File: src/rtl/all_pole_lattice_filter_core_macros.svh
// Assertion macros used by the lattice filter RTL.
`ifndef ALL_POLE_LATTICE_FILTER_CORE_MACROS_SVH
`define ALL_POLE_LATTICE_FILTER_CORE_MACROS_SVH

// Consequent must hold in the same cycle as the antecedent
`define APL_ASSERT_NOW(label, clk, rst_n, ante, cons, msg) \
    label: assert property (@(posedge clk) disable iff (!rst_n) (ante) |-> (cons)) \
        else $error(msg);

// Consequent must hold in the cycle after the antecedent
`define APL_ASSERT_NEXT(label, clk, rst_n, ante, cons, msg) \
    label: assert property (@(posedge clk) disable iff (!rst_n) (ante) |=> (cons)) \
        else $error(msg);

`endif

File: src/rtl/apl_pkg.sv
// Shared constants and types of the all-pole lattice filter.
package apl_pkg;

    // Default sizing
    localparam int MAX_ORDER_DEF    = 16;
    localparam int SAMPLE_WIDTH_DEF = 24;
    localparam int COEF_WIDTH_DEF   = 24;

    // Coefficients carry four integer bits, the rest is fraction
    localparam int COEF_INT_BITS = 4;

    // Request codes of an input transaction
    localparam logic REQ_FILTER = 1'b0;
    localparam logic REQ_LOAD   = 1'b1;

    // Register map: word addresses on the APB port
    localparam int APB_AW    = 3;
    localparam int REG_IDX_W = APB_AW - 2;
    localparam logic [REG_IDX_W-1:0] REG_ORDER = REG_IDX_W'(0);

    // Per-cycle controls of one state memory
    typedef struct packed {
        logic clr;
        logic we;
        logic re;
    } apl_mem_ctl_t;

endpackage

File: src/rtl/all_pole_lattice_filter_core.sv
// All-pole lattice IIR filter: top level with APB register and state memories.
//
// Each request transaction is either a coefficient load or a sample. A sample
// fetches the gain, applies it (multiply, sum), then per lattice stage
// multiplies, subtracts, multiplies and writes back a delay, as a single
// registered multiplier serves both products of a stage in turn; a last step
// writes the first delay and registers the result. The result register lets
// the next transaction start while a result still waits on m_ready.
// Coefficients and delays live in two small synchronous memories; both read
// as zero until written, and writing the order register at word address 0
// (values above the maximum order saturate) clears the delays.
module all_pole_lattice_filter_core #(
    parameter int MAX_ORDER    = apl_pkg::MAX_ORDER_DEF,
    parameter int SAMPLE_WIDTH = apl_pkg::SAMPLE_WIDTH_DEF,
    parameter int COEF_WIDTH   = apl_pkg::COEF_WIDTH_DEF,
    parameter int IDX_W        = $clog2(MAX_ORDER + 1)
) (
    input  logic                           aclk,
    input  logic                           aresetn,
    // APB register port
    input  logic                           psel,
    input  logic                           penable,
    input  logic                           pwrite,
    input  logic [apl_pkg::APB_AW-1:0]     paddr,
    input  logic [31:0]                    pwdata,
    output logic [31:0]                    prdata,
    output logic                           pready,
    // request channel
    input  logic                           s_valid,
    output logic                           s_ready,
    input  logic                           s_req_type,
    input  logic [IDX_W-1:0]               s_coef_index,
    input  logic signed [COEF_WIDTH-1:0]   s_coef_value,
    input  logic signed [SAMPLE_WIDTH-1:0] s_sample_in,
    // result channel
    output logic                           m_valid,
    input  logic                           m_ready,
    output logic signed [SAMPLE_WIDTH-1:0] m_sample_out
);

    localparam int DLY_AW = (MAX_ORDER > 1) ? $clog2(MAX_ORDER) : 1;

    logic [IDX_W-1:0]                 order_reg, order_next;
    logic                             order_wr;
    logic [apl_pkg::REG_IDX_W-1:0]    reg_idx;

    apl_pkg::apl_mem_ctl_t            coef_ctl;
    logic [IDX_W-1:0]                 coef_waddr;
    logic [COEF_WIDTH-1:0]            coef_wdata;
    logic [IDX_W-1:0]                 coef_raddr;
    logic [COEF_WIDTH-1:0]            coef_rdata;
    apl_pkg::apl_mem_ctl_t            dly_ctl;
    logic [DLY_AW-1:0]                dly_waddr;
    logic [SAMPLE_WIDTH-1:0]          dly_wdata;
    logic [DLY_AW-1:0]                dly_raddr;
    logic [SAMPLE_WIDTH-1:0]          dly_rdata;

    // Register decode
    assign pready   = 1'b1;
    assign reg_idx  = paddr[apl_pkg::APB_AW-1:2];
    assign order_wr = psel && penable && pwrite && (reg_idx == apl_pkg::REG_ORDER);

    // Order saturates to the depth of the lattice
    always_comb begin
        if (pwdata[IDX_W-1:0] > IDX_W'(MAX_ORDER)) begin
            order_next = IDX_W'(MAX_ORDER);
        end else begin
            order_next = pwdata[IDX_W-1:0];
        end
    end

    always_ff @(posedge aclk) begin
        if (!aresetn) begin
            order_reg <= '0;
        end else if (order_wr) begin
            order_reg <= order_next;
        end
    end

    assign prdata = (reg_idx == apl_pkg::REG_ORDER) ? 32'(order_reg) : '0;

    // Sequencer and datapath
    apl_seq #(
        .MAX_ORDER    (MAX_ORDER),
        .SAMPLE_WIDTH (SAMPLE_WIDTH),
        .COEF_WIDTH   (COEF_WIDTH),
        .IDX_W        (IDX_W),
        .DLY_AW       (DLY_AW)
    ) u_seq (
        .aclk         (aclk),
        .aresetn      (aresetn),
        .order        (order_reg),
        .dly_clr      (order_wr),
        .s_valid      (s_valid),
        .s_ready      (s_ready),
        .s_req_type   (s_req_type),
        .s_coef_index (s_coef_index),
        .s_coef_value (s_coef_value),
        .s_sample_in  (s_sample_in),
        .m_valid      (m_valid),
        .m_ready      (m_ready),
        .m_sample_out (m_sample_out),
        .coef_ctl     (coef_ctl),
        .coef_waddr   (coef_waddr),
        .coef_wdata   (coef_wdata),
        .coef_raddr   (coef_raddr),
        .coef_rdata   (coef_rdata),
        .dly_ctl      (dly_ctl),
        .dly_waddr    (dly_waddr),
        .dly_wdata    (dly_wdata),
        .dly_raddr    (dly_raddr),
        .dly_rdata    (dly_rdata)
    );

    // Gain and reflection coefficients
    apl_ram #(
        .DEPTH (MAX_ORDER + 1),
        .AW    (IDX_W),
        .DW    (COEF_WIDTH)
    ) u_coef_ram (
        .aclk    (aclk),
        .aresetn (aresetn),
        .ctl     (coef_ctl),
        .waddr   (coef_waddr),
        .wdata   (coef_wdata),
        .raddr   (coef_raddr),
        .rdata   (coef_rdata)
    );

    // Lattice delays
    apl_ram #(
        .DEPTH (MAX_ORDER),
        .AW    (DLY_AW),
        .DW    (SAMPLE_WIDTH)
    ) u_dly_ram (
        .aclk    (aclk),
        .aresetn (aresetn),
        .ctl     (dly_ctl),
        .waddr   (dly_waddr),
        .wdata   (dly_wdata),
        .raddr   (dly_raddr),
        .rdata   (dly_rdata)
    );

endmodule

File: src/rtl/apl_ram.sv
// Single-write, single-read synchronous memory with per-entry valid bits.
module apl_ram #(
    parameter int DEPTH = apl_pkg::MAX_ORDER_DEF,
    parameter int AW    = 4,
    parameter int DW    = apl_pkg::SAMPLE_WIDTH_DEF
) (
    input  logic                  aclk,
    input  logic                  aresetn,
    input  apl_pkg::apl_mem_ctl_t ctl,
    input  logic [AW-1:0]         waddr,
    input  logic [DW-1:0]         wdata,
    input  logic [AW-1:0]         raddr,
    output logic [DW-1:0]         rdata
);

    logic [DW-1:0]    mem [DEPTH];
    logic [DEPTH-1:0] valid_reg;
    logic [DW-1:0]    rdata_reg;

    // Valid bits: an entry never written reads as zero
    always_ff @(posedge aclk) begin
        if (!aresetn) begin
            valid_reg <= '0;
        end else if (ctl.clr) begin
            valid_reg <= '0;
        end else if (ctl.we) begin
            valid_reg[waddr] <= 1'b1;
        end
    end

    // Storage array
    always_ff @(posedge aclk) begin
        if (ctl.we) begin
            mem[waddr] <= wdata;
        end
    end

    // Registered read port, holds when not enabled
    always_ff @(posedge aclk) begin
        if (ctl.re) begin
            rdata_reg <= valid_reg[raddr] ? mem[raddr] : '0;
        end
    end

    assign rdata = rdata_reg;

endmodule

File: src/rtl/apl_seq.sv
// Stage sequencer and shared multiply datapath of the lattice filter.
`include "all_pole_lattice_filter_core_macros.svh"

module apl_seq #(
    parameter int MAX_ORDER    = apl_pkg::MAX_ORDER_DEF,
    parameter int SAMPLE_WIDTH = apl_pkg::SAMPLE_WIDTH_DEF,
    parameter int COEF_WIDTH   = apl_pkg::COEF_WIDTH_DEF,
    parameter int IDX_W        = 5,
    parameter int DLY_AW       = 4
) (
    input  logic                           aclk,
    input  logic                           aresetn,
    input  logic [IDX_W-1:0]               order,
    input  logic                           dly_clr,
    // request channel
    input  logic                           s_valid,
    output logic                           s_ready,
    input  logic                           s_req_type,
    input  logic [IDX_W-1:0]               s_coef_index,
    input  logic signed [COEF_WIDTH-1:0]   s_coef_value,
    input  logic signed [SAMPLE_WIDTH-1:0] s_sample_in,
    // result channel
    output logic                           m_valid,
    input  logic                           m_ready,
    output logic signed [SAMPLE_WIDTH-1:0] m_sample_out,
    // coefficient memory
    output apl_pkg::apl_mem_ctl_t          coef_ctl,
    output logic [IDX_W-1:0]               coef_waddr,
    output logic [COEF_WIDTH-1:0]          coef_wdata,
    output logic [IDX_W-1:0]               coef_raddr,
    input  logic [COEF_WIDTH-1:0]          coef_rdata,
    // delay memory
    output apl_pkg::apl_mem_ctl_t          dly_ctl,
    output logic [DLY_AW-1:0]              dly_waddr,
    output logic [SAMPLE_WIDTH-1:0]        dly_wdata,
    output logic [DLY_AW-1:0]              dly_raddr,
    input  logic [SAMPLE_WIDTH-1:0]        dly_rdata
);

    localparam int FRAC = COEF_WIDTH - apl_pkg::COEF_INT_BITS;
    localparam int PW   = SAMPLE_WIDTH + COEF_WIDTH;
    localparam int RW   = PW + 1 - FRAC;
    localparam int EW   = RW + 1;
    localparam logic [PW:0] RND_C = (PW + 1)'(1) << (FRAC - 1);

    localparam logic [2:0] ST_IDLE = 3'd0;
    localparam logic [2:0] ST_GMUL = 3'd1;
    localparam logic [2:0] ST_GSUM = 3'd2;
    localparam logic [2:0] ST_M1   = 3'd3;
    localparam logic [2:0] ST_S1   = 3'd4;
    localparam logic [2:0] ST_M2   = 3'd5;
    localparam logic [2:0] ST_WB   = 3'd6;
    localparam logic [2:0] ST_FIN  = 3'd7;

    logic [2:0]                     state_reg, state_next;
    logic [DLY_AW-1:0]              j_reg;
    logic                           first_reg;
    logic signed [SAMPLE_WIDTH-1:0] x_reg;
    logic signed [SAMPLE_WIDTH-1:0] sum_reg;
    logic signed [COEF_WIDTH-1:0]   k_reg;
    logic signed [SAMPLE_WIDTH-1:0] d_reg;
    logic signed [PW-1:0]           p_reg;
    logic                           m_valid_reg;
    logic signed [SAMPLE_WIDTH-1:0] out_reg;

    logic                           accept;
    logic                           out_free;
    logic                           fin_fire;
    logic                           order_zero;
    logic                           j_zero;
    logic signed [COEF_WIDTH-1:0]   mul_a;
    logic signed [SAMPLE_WIDTH-1:0] mul_b;
    logic [PW:0]                    p_rnd;
    logic signed [RW-1:0]           rnd;
    logic signed [EW-1:0]           rnd_ext;
    logic signed [EW-1:0]           sum_diff;
    logic signed [EW-1:0]           dly_sum;

    // Clamp a widened value to the sample range
    function automatic logic signed [SAMPLE_WIDTH-1:0] sat_f(input logic signed [EW-1:0] v);
        logic [EW-SAMPLE_WIDTH:0] upper;
        upper = v[EW-1:SAMPLE_WIDTH-1];
        if ((&upper) || !(|upper)) begin
            return v[SAMPLE_WIDTH-1:0];
        end else if (v[EW-1]) begin
            return {1'b1, {(SAMPLE_WIDTH - 1){1'b0}}};
        end else begin
            return {1'b0, {(SAMPLE_WIDTH - 1){1'b1}}};
        end
    endfunction

    assign s_ready    = (state_reg == ST_IDLE);
    assign accept     = s_valid && s_ready;
    assign out_free   = !m_valid_reg || m_ready;
    assign fin_fire   = (state_reg == ST_FIN) && out_free;
    assign order_zero = (order == '0);
    assign j_zero     = (j_reg == '0);

    // Coefficient memory: loads from the request channel, reads per stage
    always_comb begin
        coef_ctl.clr = 1'b0;
        coef_ctl.we  = accept && (s_req_type == apl_pkg::REQ_LOAD)
                       && (s_coef_index <= IDX_W'(MAX_ORDER));
        coef_ctl.re  = (accept && (s_req_type == apl_pkg::REQ_FILTER))
                       || ((state_reg == ST_GSUM) && !order_zero)
                       || ((state_reg == ST_WB) && !j_zero);
        coef_waddr   = s_coef_index;
        coef_wdata   = s_coef_value;
        priority if (state_reg == ST_GSUM) begin
            coef_raddr = order;
        end else if (state_reg == ST_WB) begin
            coef_raddr = IDX_W'(j_reg);
        end else begin
            coef_raddr = '0;
        end
    end

    // Delay memory: next stage read, delay update write, final write of slot 0
    always_comb begin
        dly_ctl.clr = dly_clr;
        dly_ctl.re  = ((state_reg == ST_GSUM) && !order_zero)
                      || ((state_reg == ST_WB) && !j_zero);
        dly_ctl.we  = ((state_reg == ST_WB) && !first_reg)
                      || (fin_fire && !order_zero);
        if (state_reg == ST_GSUM) begin
            dly_raddr = DLY_AW'(order - IDX_W'(1));
        end else begin
            dly_raddr = j_reg - DLY_AW'(1);
        end
        if (state_reg == ST_WB) begin
            dly_waddr = j_reg + DLY_AW'(1);
            dly_wdata = sat_f(dly_sum);
        end else begin
            dly_waddr = '0;
            dly_wdata = sum_reg;
        end
    end

    // Shared multiplier operand select
    always_comb begin
        unique case (state_reg)
            ST_M1: begin
                mul_a = coef_rdata;
                mul_b = dly_rdata;
            end
            ST_M2: begin
                mul_a = k_reg;
                mul_b = sum_reg;
            end
            default: begin
                mul_a = coef_rdata;
                mul_b = x_reg;
            end
        endcase
    end

    // Round the product half up, then widen for the saturating sums
    assign p_rnd    = {p_reg[PW-1], p_reg} + RND_C;
    assign rnd      = p_rnd[PW:FRAC];
    assign rnd_ext  = EW'(rnd);
    assign sum_diff = EW'(sum_reg) - rnd_ext;
    assign dly_sum  = EW'(d_reg) + rnd_ext;

    // State sequencing
    always_comb begin
        state_next = state_reg;
        unique case (state_reg)
            ST_IDLE: begin
                if (accept && (s_req_type == apl_pkg::REQ_FILTER)) begin
                    state_next = ST_GMUL;
                end
            end
            ST_GMUL: state_next = ST_GSUM;
            ST_GSUM: state_next = order_zero ? ST_FIN : ST_M1;
            ST_M1:   state_next = ST_S1;
            ST_S1:   state_next = ST_M2;
            ST_M2:   state_next = ST_WB;
            ST_WB:   state_next = j_zero ? ST_FIN : ST_M1;
            ST_FIN: begin
                if (out_free) begin
                    state_next = ST_IDLE;
                end
            end
            default: state_next = ST_IDLE;
        endcase
    end

    always_ff @(posedge aclk) begin
        if (!aresetn) begin
            state_reg <= ST_IDLE;
        end else begin
            state_reg <= state_next;
        end
    end

    // Datapath registers
    always_ff @(posedge aclk) begin
        p_reg <= mul_a * mul_b;
        if (accept) begin
            x_reg <= s_sample_in;
        end
        if (state_reg == ST_GSUM) begin
            sum_reg   <= sat_f(rnd_ext);
            j_reg     <= DLY_AW'(order - IDX_W'(1));
            first_reg <= 1'b1;
        end
        if (state_reg == ST_M1) begin
            k_reg <= coef_rdata;
            d_reg <= dly_rdata;
        end
        if (state_reg == ST_S1) begin
            sum_reg <= sat_f(sum_diff);
        end
        if ((state_reg == ST_WB) && !j_zero) begin
            j_reg     <= j_reg - DLY_AW'(1);
            first_reg <= 1'b0;
        end
        if (fin_fire) begin
            out_reg <= sum_reg;
        end
    end

    // Output register
    always_ff @(posedge aclk) begin
        if (!aresetn) begin
            m_valid_reg <= 1'b0;
        end else if (fin_fire) begin
            m_valid_reg <= 1'b1;
        end else if (m_ready) begin
            m_valid_reg <= 1'b0;
        end
    end

    assign m_valid      = m_valid_reg;
    assign m_sample_out = out_reg;

    // Checks
    `APL_ASSERT_NOW(a_dly_we_busy, aclk, aresetn, dly_ctl.we, state_reg != ST_IDLE,
        "delay write while idle")
    `APL_ASSERT_NOW(a_coef_we_load, aclk, aresetn, coef_ctl.we,
        accept && (s_req_type == apl_pkg::REQ_LOAD), "coefficient write without a load")
    `APL_ASSERT_NOW(a_top_stage_nowr, aclk, aresetn, (state_reg == ST_WB) && first_reg,
        !dly_ctl.we, "delay written past the top stage")
    `APL_ASSERT_NOW(a_dly_rd_range, aclk, aresetn, dly_ctl.re,
        32'(dly_raddr) < MAX_ORDER, "delay read beyond the store")
    `APL_ASSERT_NEXT(a_fin_result, aclk, aresetn, fin_fire,
        m_valid && (state_reg == ST_IDLE), "finished sample not presented")

endmodule

File: config.mk
export PLATFORM = sky130hd
export DESIGN_NAME = all_pole_lattice_filter_core
export DESIGN_NICKNAME = d
export VERILOG_FILES = /design/src/rtl/apl_pkg.sv /design/src/rtl/all_pole_lattice_filter_core.sv /design/src/rtl/apl_ram.sv /design/src/rtl/apl_seq.sv
export VERILOG_INCLUDE_DIRS = /design/src /design/src/rtl
export SDC_FILE = /design/constraint.sdc
export NUM_CORES = 2
export LEC_CHECK = 0
export ABC_AREA = 1
export BUFFER_PORTS_ARGS = -buffer_cell sky130_fd_sc_hd__buf_2
export CORE_MARGIN = 2
export CORE_UTILIZATION = 25
export CTS_BUF_LIST = sky130_fd_sc_hd__clkbuf_4 sky130_fd_sc_hd__clkbuf_8
export CTS_CLUSTER_SIZE = 10
export DETAILED_ROUTE_END_ITERATION = 10
export SYNTH_ARGS = -nofsm -noshare
export SYNTH_HDL_FRONTEND = slang
export SYNTH_SLANG_ARGS = --single-unit
File: constraint.sdc
create_clock -name aclk -period 11.2 [get_ports aclk]
set_input_delay 2.24 -clock aclk [delete_from_list [all_inputs] [get_ports aclk]]
set_output_delay 2.24 -clock aclk [all_outputs]
set_load 0.02 [all_outputs]
==> impl_results.md <==
- Critical R2R Capture: u_seq.p_reg[34]$_DFF_P_
- Die Y: approximately 520 um
- Initial antenna violation count: 20
- Fin nets: around 7800
- Setup CP Type: flop to flop
- Reg clk slew, reported paths: ~0.060 ns
- Slowest stage delay, CP: 1.00 ns
- Routed WL: roughly 200 mm
- Setup TNS: 0 ns
- Share of the synthesized area in the top cell type: between 40% and 50%
- Starting Density: between 20% and 30%
- Cell Area, Synth: approximately 67000 um2
- Number of cells on the worst reg-to-reg path: 29
- Crit-path max FO: 25
- Final core occ: roughly 28%
- I/O pin total: roughly 160
- FP Rows: 190
- Status: finished, final reports clean
- Multi-input logic area: between 30000 and 40000 um2
- Buffers on Ports: 97
- Clock sinks: 1036
- Max-slew headroom: 17.0%
- R2R Setup Slk: 1.51 ns
- Total GRT Usage: 14.7%
- Critical R2R Launch: u_seq.state_reg[2]$_SDFFE_PN0P_
- Layout area overhead: 11.4%
- Yosys reg bits: around 1000
- Grt ovf: 0
- Vias/cell: 4.67
- Worst slew pin tran: between 1 and 1.5 ns
- Syn avg cell area: between 9 and 10 um2
- Slew Viols, Final: 0
- HP Class: flop to flop
- Worst-Skew Late Latency: a little under 0.9 ns
- Die area: between 200000 and 300000 um2
- 1st-iter DRT viols: between 4000 and 5000
- Hold Path End: u_seq.k_reg[12]$_DFFE_PN_
- Die width: between 500 and 600 um
- Avg WL per Cell: around 19 um
- RSZ-0062 raised after global routing: false
- Final Hold Vio Count: 0
- EDFF count, synth: approximately 960
- Syn Inst Count: between 6000 and 7000
- Final Cycle Share: ~87%
- Slowest stage cell, crit path: o21ai_0
- Placer Congestion: slightly above 0.9
- Root buffer cell: clkbuf_8
- Hold_sp: u_coef_ram.rdata[12]$_SDFFCE_PN0P_
- CTS Hold Buffers Added: 0
- Setup violators final: 0
- Post-CTS sizing: 0
- Ys flop type: edfxtp_1
- Dpl hpwl: about 140 mm
- Vias in the first global route: just over 50000
- Total number of vias: 49300
- Core area: 268000 um2
- Worst Skew: between 0.06 and 0.07 ns
- Peak Freq: 0.103 GHz
- Layout fillers: roughly 28000
- CP required: 11.94 ns
- CTS buffer count: approximately 160
- Synth async-reset ratio: 0%
- First-pass GRT wire length: roughly 310 mm
- Largest net degree at the start of global routing: 202
- Flip-flop and latch area: just over 30000 um2
- Synth top area cells: edfxtp_1, fa_1, nand2_1
- Postcts setup bufs: 0
- Critical Path Most Common Cell: inv_1
- Layout cell share with drive strength beyond 1: 8.19%
- First-pass DRT Iterations: 6
- Max Cap Violations: 0
- Post-synth top area cell: edfxtp_1
- Hold path depth: 0
- Synth warn: 0
- Register area share after synthesis: ~45%
- Clock Path Buffers: 3
- CP startpoint kind: flop
- Max FFs per register: 408
- Worst Path Arrival: roughly 10 ns
- CTS tree: done
- CTS H-tree lvls: 4
- Post-synth cell types: 59
- Post-DRT Antenna Nets: 0
- # DRC: 0
- Critical Path Sink Type: flop
- Final min period: between 9 and 10 ns
[per-stage QoR]
| step | area, um2 | hold WS, ns | worst slack, ns | instances |
|---|---|---|---|---|
| 6_report | 74900 | 0.445 | 1.51 | 10600 |
| 3_3_place_gp | 71700 | 0.434 | 1.91 | 10300 |
| 5_1_grt | 74900 | 0.457 | 1.08 | 10500 |
| 4_1_cts | 74900 | 0.448 | 1.76 | 10500 |
| 2_1_floorplan | 67300 | 0.418 | 3.45 | 6830 |
| 3_5_place_dp | 71700 | 0.434 | 1.83 | 10300 |
[metal layers]
metal,up-vias,part of all wire (%),GRT usage (%)
li1,22200,-,-
met1,24700,42,19.1
met2,1905,47,24.4
met3,416,7.0,2.16
met4,18,3.9,5.88
met5,-,0.056,0
[kinds of logic after synthesis]
kind of cell	after synthesis	share of synthesized area, %
other	2	0.0112
buffers and inverters	1323	7.98
AOI/OAI and AO/OA	998	8.78
adders and majority gates	805	21.8
DFF	1036	45.2
xor gates and xnor gates	99	1.29
and+or+nand+nor	2541	15.0
[layout make-up]
type | count | share of cell area (%)
clock buffer | 229 | 3.74
antenna | 6 | 0.0200
timing repair buffer | 185 | 1.55
multi-input combinational | 4471 | 42.6
inverter | 1016 | 5.10
sequential | 1036 | 40.6
tap | 3552 | 5.93
clock inverter | 56 | 0.533
[critical path: cells and delay by family (launching register included)]
kind	cells	cell delay [ns]
xor+xnor	1	0.21
fa+ha+maj	8	3.90
buf+inv	9	1.15
simple gates	5	1.63
flops	1	0.58
compound gates	6	2.03
[worst max-delay path by stage]
stage | startpoint | to | depth (start not counted)
floorplan | u_seq.state_reg[0]$_SDFFE_PN0P_ | u_seq.p_reg[46]$_DFF_P_ | 28
global placement | u_seq.state_reg[2]$_SDFFE_PN0P_ | u_seq.p_reg[34]$_DFF_P_ | 29
detailed placement | u_seq.state_reg[2]$_SDFFE_PN0P_ | u_seq.p_reg[34]$_DFF_P_ | 29
CTS | u_seq.state_reg[2]$_SDFFE_PN0P_ | u_seq.p_reg[34]$_DFF_P_ | 29
global route | u_seq.state_reg[2]$_SDFFE_PN0P_ | u_seq.p_reg[38]$_DFF_P_ | 30
finish | u_seq.state_reg[2]$_SDFFE_PN0P_ | u_seq.p_reg[34]$_DFF_P_ | 29
[synth_stat cells, types with 4 or more instances]
cell type,count
inv_1,988
o21ai_1,53
nor2_1,971
edfxtp_1,964
and3_1,5
nand4_1,24
o211ai_1,57
nand3_2,4
nor4_1,11
o21ai_0,466
buf_2,79
a21oi_1,135
a31oi_1,11
a21oi_2,6
o22ai_1,98
fa_1,608
buf_6,18
nand3_1,144
o21ai_2,14
o21bai_1,10
nor3_1,23
o21a_1,23
nand2_1,1312
or2_2,7
buf_4,43
xor2_1,70
dfxtp_1,72
buf_1,4
clkinv_1,13
o221ai_1,103
ha_1,197
xnor2_1,29
nor3_2,5
nor2_2,5
inv_2,14
a21o_1,7
clkbuf_2,4
clkbuf_1,159
nand2_2,15
[cells in the final DEF, fill, tap and decap left out, types with 24 or more instances in the layout]
cell	instances
dfxtp_1	72
nand3_1	144
buf_2	97
nor2_4	36
nor2_1	937
o211ai_1	57
buf_4	87
clkinv_1	37
conb_1	28
inv_1	986
edfxtp_1	964
clkbuf_4	56
o21ai_1	61
o22ai_1	98
a21oi_1	135
o21ai_0	451
nand2_1	1312
nand4_1	24
ha_1	197
clkbuf_8	173
o221ai_1	103
xor2_1	70
xnor2_1	29
fa_1	608
Power is not shown: default switching activity piles up to over one toggle a cycle in this logic, so the estimate is an artifact.
